### config.mk
export PLATFORM = sky130hd
export DESIGN_NAME = bpc_temp
export DESIGN_NICKNAME = d
export VERILOG_FILES = /design/src/design/bpc_pkg.sv /design/src/design/bpc_div.sv /design/src/design/bpc_temp.sv
export SDC_FILE = /design/constraint.sdc
export NUM_CORES = 2
export LEC_CHECK = 0
export BUFFER_PORTS_ARGS = -buffer_cell sky130_fd_sc_hd__buf_2
export CORE_ASPECT_RATIO = 1.5
export CORE_MARGIN = 1.5
export CORE_UTILIZATION = 43
export DETAILED_ROUTE_END_ITERATION = 12
export PLACE_DENSITY_LB_ADDON = 0.12
export SLEW_MARGIN = 0
export SYNTH_ARGS = -nofsm -noshare
export SYNTH_HDL_FRONTEND = slang
export SYNTH_SLANG_ARGS = --single-unit
### constraint.sdc
create_clock -name i_clk -period 13 [get_ports i_clk]
set_input_delay 1.95 -clock i_clk [delete_from_list [all_inputs] [get_ports i_clk]]
set_output_delay 1.95 -clock i_clk [all_outputs]
set_load 0.02 [all_outputs]
### src/design/bpc_pkg.sv
package bpc_pkg;

    localparam int DIV_STAGES = 32;
    localparam int DVD_W      = 32;
    localparam int DVS_W      = 20;
    localparam int TEMP_LAT   = DIV_STAGES + 6;
    localparam int PRESS_LAT  = DIV_STAGES + 14;
    localparam int CFG_IDX_W  = 3;

    localparam logic signed [15:0] TEMP_MAX  = 16'sh7FFF;
    localparam logic signed [15:0] TEMP_MIN  = 16'sh8000;
    localparam logic [19:0]        PRESS_MAX = 20'hFFFFF;

    typedef enum logic [CFG_IDX_W-1:0] {
        CFG_AC1_AC2 = 3'd0,
        CFG_AC3_AC4 = 3'd1,
        CFG_AC5_AC6 = 3'd2,
        CFG_B1_B2   = 3'd3,
        CFG_MC_MD   = 3'd4,
        CFG_OSS     = 3'd5
    } t_cfg_idx;

    typedef struct packed {
        logic [15:0] raw_temperature;
        logic [18:0] raw_pressure;
    } t_in_beat;

    typedef struct packed {
        logic signed [15:0] temperature_tenths;
        logic [19:0]        pressure_pa;
        logic               divide_error;
    } t_out_beat;

    typedef struct packed {
        logic signed [15:0] ac1;
        logic signed [15:0] ac2;
        logic signed [15:0] ac3;
        logic [15:0]        ac4;
        logic [15:0]        ac5;
        logic [15:0]        ac6;
        logic signed [15:0] b1;
        logic signed [15:0] b2;
        logic signed [15:0] mc;
        logic signed [15:0] md;
        logic [1:0]         oss;
    } t_coeffs;

    typedef struct packed {
        logic               valid;
        logic [18:0]        up;
        logic signed [28:0] b5;
        logic signed [15:0] temp;
        logic               dz;
    } t_temp_res;

endpackage

### src/design/bpc_div.sv
module bpc_div
    import bpc_pkg::*;
(
    input  logic             i_clk,
    input  logic             i_en,
    input  logic [DVD_W-1:0] i_dividend,
    input  logic [DVS_W-1:0] i_divisor,
    output logic [DVD_W-1:0] o_quotient
);

    logic [DVS_W-1:0] r_rem [DIV_STAGES];
    logic [DVD_W-1:0] r_num [DIV_STAGES];
    logic [DVS_W-1:0] r_dvs [DIV_STAGES];

    for (genvar k = 0; k < DIV_STAGES; k++) begin : g_stage
        logic [DVS_W-1:0] w_rem_in;
        logic [DVD_W-1:0] w_num_in;
        logic [DVS_W-1:0] w_dvs_in;
        logic [DVS_W:0]   w_part;
        logic [DVS_W+1:0] w_diff;
        logic             w_ge;
        logic [DVS_W-1:0] n_rem;
        logic [DVD_W-1:0] n_num;

        if (k == 0) begin : g_first
            assign w_rem_in = '0;
            assign w_num_in = i_dividend;
            assign w_dvs_in = i_divisor;
        end else begin : g_next
            assign w_rem_in = r_rem[k-1];
            assign w_num_in = r_num[k-1];
            assign w_dvs_in = r_dvs[k-1];
        end

        always_comb begin
            w_part = {w_rem_in, w_num_in[DVD_W-1]};
            w_diff = {1'b0, w_part} - {2'b00, w_dvs_in};
            w_ge   = !w_diff[DVS_W+1];
            n_rem  = w_ge ? w_diff[DVS_W-1:0] : w_part[DVS_W-1:0];
            n_num  = {w_num_in[DVD_W-2:0], w_ge};
        end

        always_ff @(posedge i_clk) begin
            if (i_en) begin
                r_rem[k] <= n_rem;
                r_num[k] <= n_num;
                r_dvs[k] <= w_dvs_in;
            end
        end
    end

    assign o_quotient = r_num[DIV_STAGES-1];

endmodule

### src/design/bpc_temp.sv
module bpc_temp
    import bpc_pkg::*;
(
    input  logic      i_clk,
    input  logic      i_rst_n,
    input  logic      i_en,
    input  logic      i_valid,
    input  t_in_beat  i_beat,
    input  t_coeffs   i_coeffs,
    output t_temp_res o_res
);

    typedef struct packed {
        logic signed [19:0] x1;
        logic               neg;
        logic               dz;
        logic               mcneg;
    } t_div_sb;

    logic [TEMP_LAT-1:0] r_vld;
    logic [18:0]         r_up [TEMP_LAT];

    logic signed [17:0] r_t1_diff, n_t1_diff;
    logic signed [34:0] r_t2_prod, n_t2_prod;
    logic signed [19:0] r_t3_x1, n_t3_x1;
    logic signed [20:0] w_den;
    logic [16:0]        w_mc_mag;
    logic [DVD_W-1:0]   r_t4_dvd, n_t4_dvd;
    logic [DVS_W-1:0]   r_t4_dvs, n_t4_dvs;
    t_div_sb            r_t4_sb, n_t4_sb;
    t_div_sb            r_dsb [DIV_STAGES];
    logic [DVD_W-1:0]   w_quot;
    logic signed [28:0] w_x2;
    logic signed [28:0] r_t5_b5, n_t5_b5;
    t_div_sb            r_t5_sb;
    logic signed [25:0] w_t;
    logic signed [15:0] r_t6_temp, n_t6_temp;
    logic signed [28:0] r_t6_b5;
    logic               r_t6_dz;

    always_comb begin
        n_t1_diff = $signed({2'b00, i_beat.raw_temperature}) - $signed({2'b00, i_coeffs.ac6});
        n_t2_prod = r_t1_diff * $signed({1'b0, i_coeffs.ac5});
        n_t3_x1   = 20'(r_t2_prod >>> 15);

        w_den    = 21'(r_t3_x1) + 21'(i_coeffs.md);
        w_mc_mag = i_coeffs.mc[15] ? 17'(-17'(i_coeffs.mc)) : 17'(i_coeffs.mc);
        n_t4_dvd = {4'b0000, w_mc_mag, 11'b0};
        n_t4_dvs = w_den[20] ? 20'(-w_den) : 20'(w_den);
        n_t4_sb.x1    = r_t3_x1;
        n_t4_sb.neg   = w_den[20] ^ i_coeffs.mc[15];
        n_t4_sb.dz    = (w_den == '0);
        n_t4_sb.mcneg = i_coeffs.mc[15];

        w_x2    = r_dsb[DIV_STAGES-1].neg ? -29'(w_quot[27:0]) : 29'(w_quot[27:0]);
        n_t5_b5 = 29'(r_dsb[DIV_STAGES-1].x1) + w_x2;

        w_t = 26'((30'(r_t5_b5) + 30'sd8) >>> 4);
        priority if (r_t5_sb.dz) begin
            n_t6_temp = r_t5_sb.mcneg ? TEMP_MIN : TEMP_MAX;
        end else if (w_t > 26'(TEMP_MAX)) begin
            n_t6_temp = TEMP_MAX;
        end else if (w_t < 26'(TEMP_MIN)) begin
            n_t6_temp = TEMP_MIN;
        end else begin
            n_t6_temp = 16'(w_t);
        end
    end

    bpc_div u_div (
        .i_clk      (i_clk),
        .i_en       (i_en),
        .i_dividend (r_t4_dvd),
        .i_divisor  (r_t4_dvs),
        .o_quotient (w_quot)
    );

    always_ff @(posedge i_clk) begin
        if (!i_rst_n) begin
            r_vld <= '0;
        end else if (i_en) begin
            r_vld <= {r_vld[TEMP_LAT-2:0], i_valid};
        end
    end

    always_ff @(posedge i_clk) begin
        if (i_en) begin
            r_up[0] <= i_beat.raw_pressure;
            for (int k = 1; k < TEMP_LAT; k++) begin
                r_up[k] <= r_up[k-1];
            end
            r_dsb[0] <= r_t4_sb;
            for (int k = 1; k < DIV_STAGES; k++) begin
                r_dsb[k] <= r_dsb[k-1];
            end
            r_t1_diff <= n_t1_diff;
            r_t2_prod <= n_t2_prod;
            r_t3_x1   <= n_t3_x1;
            r_t4_dvd  <= n_t4_dvd;
            r_t4_dvs  <= n_t4_dvs;
            r_t4_sb   <= n_t4_sb;
            r_t5_b5   <= n_t5_b5;
            r_t5_sb   <= r_dsb[DIV_STAGES-1];
            r_t6_temp <= n_t6_temp;
            r_t6_b5   <= r_t5_b5;
            r_t6_dz   <= r_t5_sb.dz;
        end
    end

    assign o_res.valid = r_vld[TEMP_LAT-1];
    assign o_res.up    = r_up[TEMP_LAT-1];
    assign o_res.b5    = r_t6_b5;
    assign o_res.temp  = r_t6_temp;
    assign o_res.dz    = r_t6_dz;

endmodule

# Yosys cells after proc, flatten, opt, wreduce, memory -nomap -nowiden
# Memories as Yosys holds them, arrays and structs flattened.
# Cells that the tools add are included.
op_classes:
  n_addsub: 39
  n_lt_le_gt_ge: 2
  mux: 41
  bitwise_logic: 1
  n_mul: 1
  n_reduce_logical: 33
ops:
  columns: ["cell", "n"]
  rows:
  - ["21-bit by 20-bit subtractor with 22-bit output", 31]
  - ["20-bit 2-to-1 mux", 33]
  - ["16-bit 2-to-1 mux", 4]
  - ["17-bit by 17-bit multiplier with 34-bit output", 1]
  - ["1-bit logical NOT", 32]
  - ["29-bit by 5-bit adder with 30-bit output (second input constant)", 1]
  - ["20-bit by 29-bit adder with 29-bit output", 1]
  - ["29-bit 2-to-1 mux", 1]
  - ["28-bit negation with 29-bit output", 1]
  - ["26-bit by 16-bit > comparator with 1-bit output (second input constant)", 1]
  - ["26-bit by 16-bit less-than comparator with 1-bit output (second input constant)", 1]
  - ["20-bit by 16-bit adder with 21-bit output", 1]
  - ["21-bit logical NOT", 1]
  - ["1-bit by 20-bit subtractor with 21-bit output (first input constant)", 1]
  - ["20-bit negation", 1]
  - ["16-bit negation with 17-bit output", 1]
  - ["16-bit by 16-bit subtractor with 17-bit output", 1]
  - ["15-bit 2-to-1 mux", 1]
  - ["1-bit 2-to-1 mux", 2]
  - ["1-bit XOR", 1]
word_totals:
  output_inout_bits: 66
  mem_count: 5
  in_bits: 201
  mem_bits_rw: 3762
  register_bits: 247
  word_cells: 139
mem_list:
  columns: ["memory", "depth", "width", "read_ports", "rd_clocked_by_memory_dff", "wr", "line_no", "source"]
  rows:
  - ["u_div.r_num", 32, 32, 32, 0, 32, "bpc_div.sv:12", "logic [DVD_W-1:0] r_num [DIV_STAGES];"]
  - ["r_dsb", 32, 23, 32, 0, 32, "bpc_temp.sv:31", "t_div_sb r_dsb [DIV_STAGES];"]
  - ["r_up", 38, 19, 38, 0, 38, "bpc_temp.sv:21", "logic [18:0] r_up [TEMP_LAT];"]
  - ["u_div.r_dvs", 32, 20, 31, 0, 32, "bpc_div.sv:13", "logic [DVS_W-1:0] r_dvs [DIV_STAGES];"]
  - ["u_div.r_rem", 32, 20, 31, 0, 32, "bpc_div.sv:11", "logic [DVS_W-1:0] r_rem [DIV_STAGES];"]

# Longest topological paths before layout
logic_depth:
  depth_word: 5
  depth_mapped: 25
  mapped_depth_nobuf: 24

# Hierarchy
# A second synthesis with hierarchy kept.
unflattened:
  hier_cells: 11470
  hier_area_um2: 171231.7
modules_own_cells:
  columns: ["module", "instances", "cells_per_inst", "area_each_um2", "seq_area_each_um2"]
  rows:
  - ["bpc_div", 1, 7859, 106031.7, 67985.2]
  - ["bpc_temp", 1, 3611, 65200.0, 49317.3]

# Worst setup path before layout
# No wires, ideal clock.
synth_path:
  path_kind: "input to register"
  startpoint: "input port i_coeffs[86] (netlist name)"
  endpoint: "register r_t2_prod[30], data pin"
  n_path_buf: 2
  setup_ns: 0.258
  slack_ns: 5.088
  path_stages: 22
  arrival_ns: 7.654
  required_time_ns: 12.742
  path_cell_list: "clkbuf_1 > clkbuf_1 > nand2_1 > fa_1 > fa_1 > fa_1 > inv_1 > fa_1 > fa_1 > inv_1 > fa_1 > inv_1 > ha_1 > and2_1 > a221o_1 > nor3_1 > a211o_1 > a31oi_1 > a211oi_1 > o21ai_0 > a21oi_1 > xnor2_1"
synth_between:
  elab_chain_cells: 1
synth_rtl:
  columns: ["item", "line_no", "source"]
  rows:
  - ["start, declared", "bpc_temp.sv:9", "input t_coeffs i_coeffs,"]
  - ["17-bit by 17-bit multiplier with 34-bit output", "bpc_temp.sv:43", "n_t2_prod = r_t1_diff * $signed({1'b0, i_coeffs.ac5});"]
  - ["via n_t2_prod[30]", "bpc_temp.sv:24", "logic signed [34:0] r_t2_prod, n_t2_prod;"]
  - ["end signal, assigned", "bpc_temp.sv:97", "r_t2_prod <= n_t2_prod;"]
  - ["end, declared", "bpc_temp.sv:24", null]
# The timed path passes the listed nets, and every way through them passes these cells.
# A chain may end at the register's enable or synchronous reset.

# Final worst setup path
layout_path:
  startpoint: "input port i_coeffs[90] (netlist name)"
  endpoint: "register r_t2_prod[30], data pin"
# Same word-level chain as after synthesis.

==> out/results.ini <==
[sta]
hold_violations=0
finalCritPeriodShare_pct=61.7
min_period_ps=8020
grt_setup_unrepaired=no
finClkSkew_ps=46.8
setup_tns_ps=0
worstMarginPinSlew_ps=1340
setup_violations=0
slew_viol_final=0
slew_headroom_pct=9.91
timing.fmax_ghz=0.125

[detailed_routing]
wl_per_cell_um=17.1
routed_wl_mm=276
vias=82400
route.detailed.drc=0
ant_nets=0
drt_first_pass_iters=5
drt_iter0_drc=4123
post_drt_via_cell_ratio=5.10

[synth]
postSynthCellCount=10600
synth_top_area_share_pct=66.7
synth-xor-area-share_pct=2.98
synth_fa_ha_area_share_pct=10.1
synthFlopType=edfxtp_1
yosysUniqueCellTypes=88
synth_compound_area_share_pct=7.21
synth_edf_count=3467
yosysTopAreaCell=edfxtp_1
yosys.area_share.simple_pct=6.15
synth.area.top_cells=edfxtp_1, ha_1, fa_1
yosysWarnings=0
seq_area_frac_synth_pct=67.1
synth_top_family_by_area=adder cells
ys_ff_latch=3505
synth_area_um2=156000
synth_mux_area_share_pct=3.13
yosys-top-cells-count=edfxtp_1, inv_1, ha_1
yosysMostFrequentCell=edfxtp_1
syn_area_per_cell_um2=14.7
synthArstFlopShare_pct=0

[global_routing]
grt_pass1_vias=87600
grt_overflow=0
grt_start_max_net_pins=210
grt_util_all_layers_pct=14.7
grt_pass1_wl_mm=436
antenna_found_initial=8

[floorplan]
coreArea_um2=361000
die_h_um=741
ios=267
initial_core_util_pct=43.3
rows=270
dieArea_um2=367000
die_w_um=495

[clock_network]
cts_sinks=3505
cts.htree.levels=5
cts_tree=yes
clk-insertion-delay-late_ps=920
cts.path.max_buffers=4
cts_setup_buffers=0
root_buffer=clkbuf_16
clk_pin_slew_ps=60
cts_buffers=344
cts.repair.resized=0
hold_buffers=0

[worst_setup_path]
endpoint_kind=register
cpMostUsedCell=fa_1
cp.required_ps=13680
cp_slowest_cell=a31oi_1
crit_chain=buf_2, nand2_1, fa_1, inv_1, fa_1, inv_1, fa_1, inv_1, fa_1, fa_1, inv_1, fa_1, inv_1, ha_1, nor2_1, a211oi_1, nand2_1, a211o_1, a31oi_1, a211oi_1, o21ai_0, a21oi_1, xnor2_1
cp.arrival_ps=8690
crit_fanout=17
path_class=input pin to register
max_stage_delay_ps=800
start_kind=input pin

[placed_design]
place_hpwl_mm=194
finalWeightedCongestion=0.846
dpl_cell_area_um2=163000
portBuffers=168

[status]
outcome=completed

[power]
irDropWorstVdd_mv=0.430
p_leak_nw=66.5
p_per_area_nw_per_um2=256

[cells_and_area]
area_growth_pct=11.3
fin_nets=12300
fin_area_um2=174000
drive_gt1_share_pct=9.51

[flow_run]
maxCapViolCount=0

[min_path]
hp-class=register to register

[per-stage QoR]
stage / hold slack (ps) / utilization, % / total power, mW / worst slack, ps / cells
finish: 391 / 48.1 / 44.5 / 4980 / 16100
global route: 389 / 48.1 / 47.8 / 4540 / 16100
CTS: 388 / 48.1 / 45.2 / 4790 / 16100
detailed placement: 405 / 45.2 / 35.4 / 3760 / 15500
global placement: 400 / 45.2 / 34.8 / 3670 / 15500
floorplan: 400 / - / 30.4 / 5090 / 10600
[worst max-delay path, delay by kind of cell]
| kind | cells | cell delay [ps] |
|---|---|---|
| compound gates | 6 | 2290 |
| xor+xnor | 1 | 130 |
| fa+ha+maj | 7 | 3350 |
| buf+inv | 6 | 620 |
| simple gates | 3 | 310 |
[report_power, final]
group / switching [mW] / internal [mW]
Combinational: 10.3 / 8.27
Clock: 4.14 / 5.41
Sequential: 0.906 / 15.5
[logic make-up (layout without fill, tap and decap cells)]
family / after synthesis / count (layout)
and+or+nand+nor: 2005 / 2005
adders and majority gates: 1069 / 1069
muxes: 443 / 443
AOI/OAI and AO/OA: 1725 / 1725
other: 1 / 56
xor gates and xnor gates: 531 / 531
DFF: 3505 / 3505
buffers and inverters: 1360 / 2053
[area by class of cell]
type / count / area, um^2
Clock buffer: 420 / 9040
Inverter: 1204 / 4520
Fill cell: 30800 / 187000
Sequential cell: 3505 / 105000
Antenna cell: 46 / 115
Multi-Input combinational cell: 5783 / 46200
Clock inverter: 193 / 1630
Tap cell: 4760 / 5960
Timing Repair Buffer: 236 / 1520
[flip-flops by register name, summed over array words and instances (netlist names)]
signal,count
r_up,722
r_dsb,704
u_div.r_dvs,620
u_div.r_rem,620
u_div.r_num,610
r_vld,38
r_t5_b5,29
r_t6_b5,29
r_t4_sb,22
r_t4_dvs,20
r_t2_prod,19
r_t3_x1,19
r_t1_diff,17
r_t4_dvd,17
r_t6_temp,16
r_t5_sb,2
r_t6_dz,1
[layout by cell type, fill, tap and decap left out, types with 155 or more instances in the layout]
cell type / count
edfxtp_1: 3467
inv_1: 1203
ha_1: 759
nor2_1: 554
nand2_1: 546
o21ai_0: 448
xnor2_1: 381
a21oi_1: 374
clkbuf_16: 350
fa_1: 310
mux2_2: 295
buf_2: 167
o21a_1: 155
[worst paths after layout]
| path | end | startpoint | cells after the start | slack, ps |
|---|---|---|---|---|
| setup / recovery | r_t2_prod[30] | i_coeffs[90] | 23 | 4980 |
| hold / removal | r_up[2][139] | r_up[2][120] | 0 | 390 |
| hold reg to reg | r_up[2][139] | r_up[2][120] | 0 | 390 |
| setup reg to reg | r_t2_prod[30] | r_t1_diff[7] | 22 | 5500 |
[metal layers]
layer / track usage (%) / vias to the layer above / wire length, um
li1: - / 39700 / -
met1: 12.9 / 40600 / 89900
met2: 30.9 / 1310 / 163000
met3: 2.10 / 747 / 8280
met4: 8.02 / 0 / 15300
met5: 0 / - / 0
No activity file was read; power rests on OpenSTA's default activity.
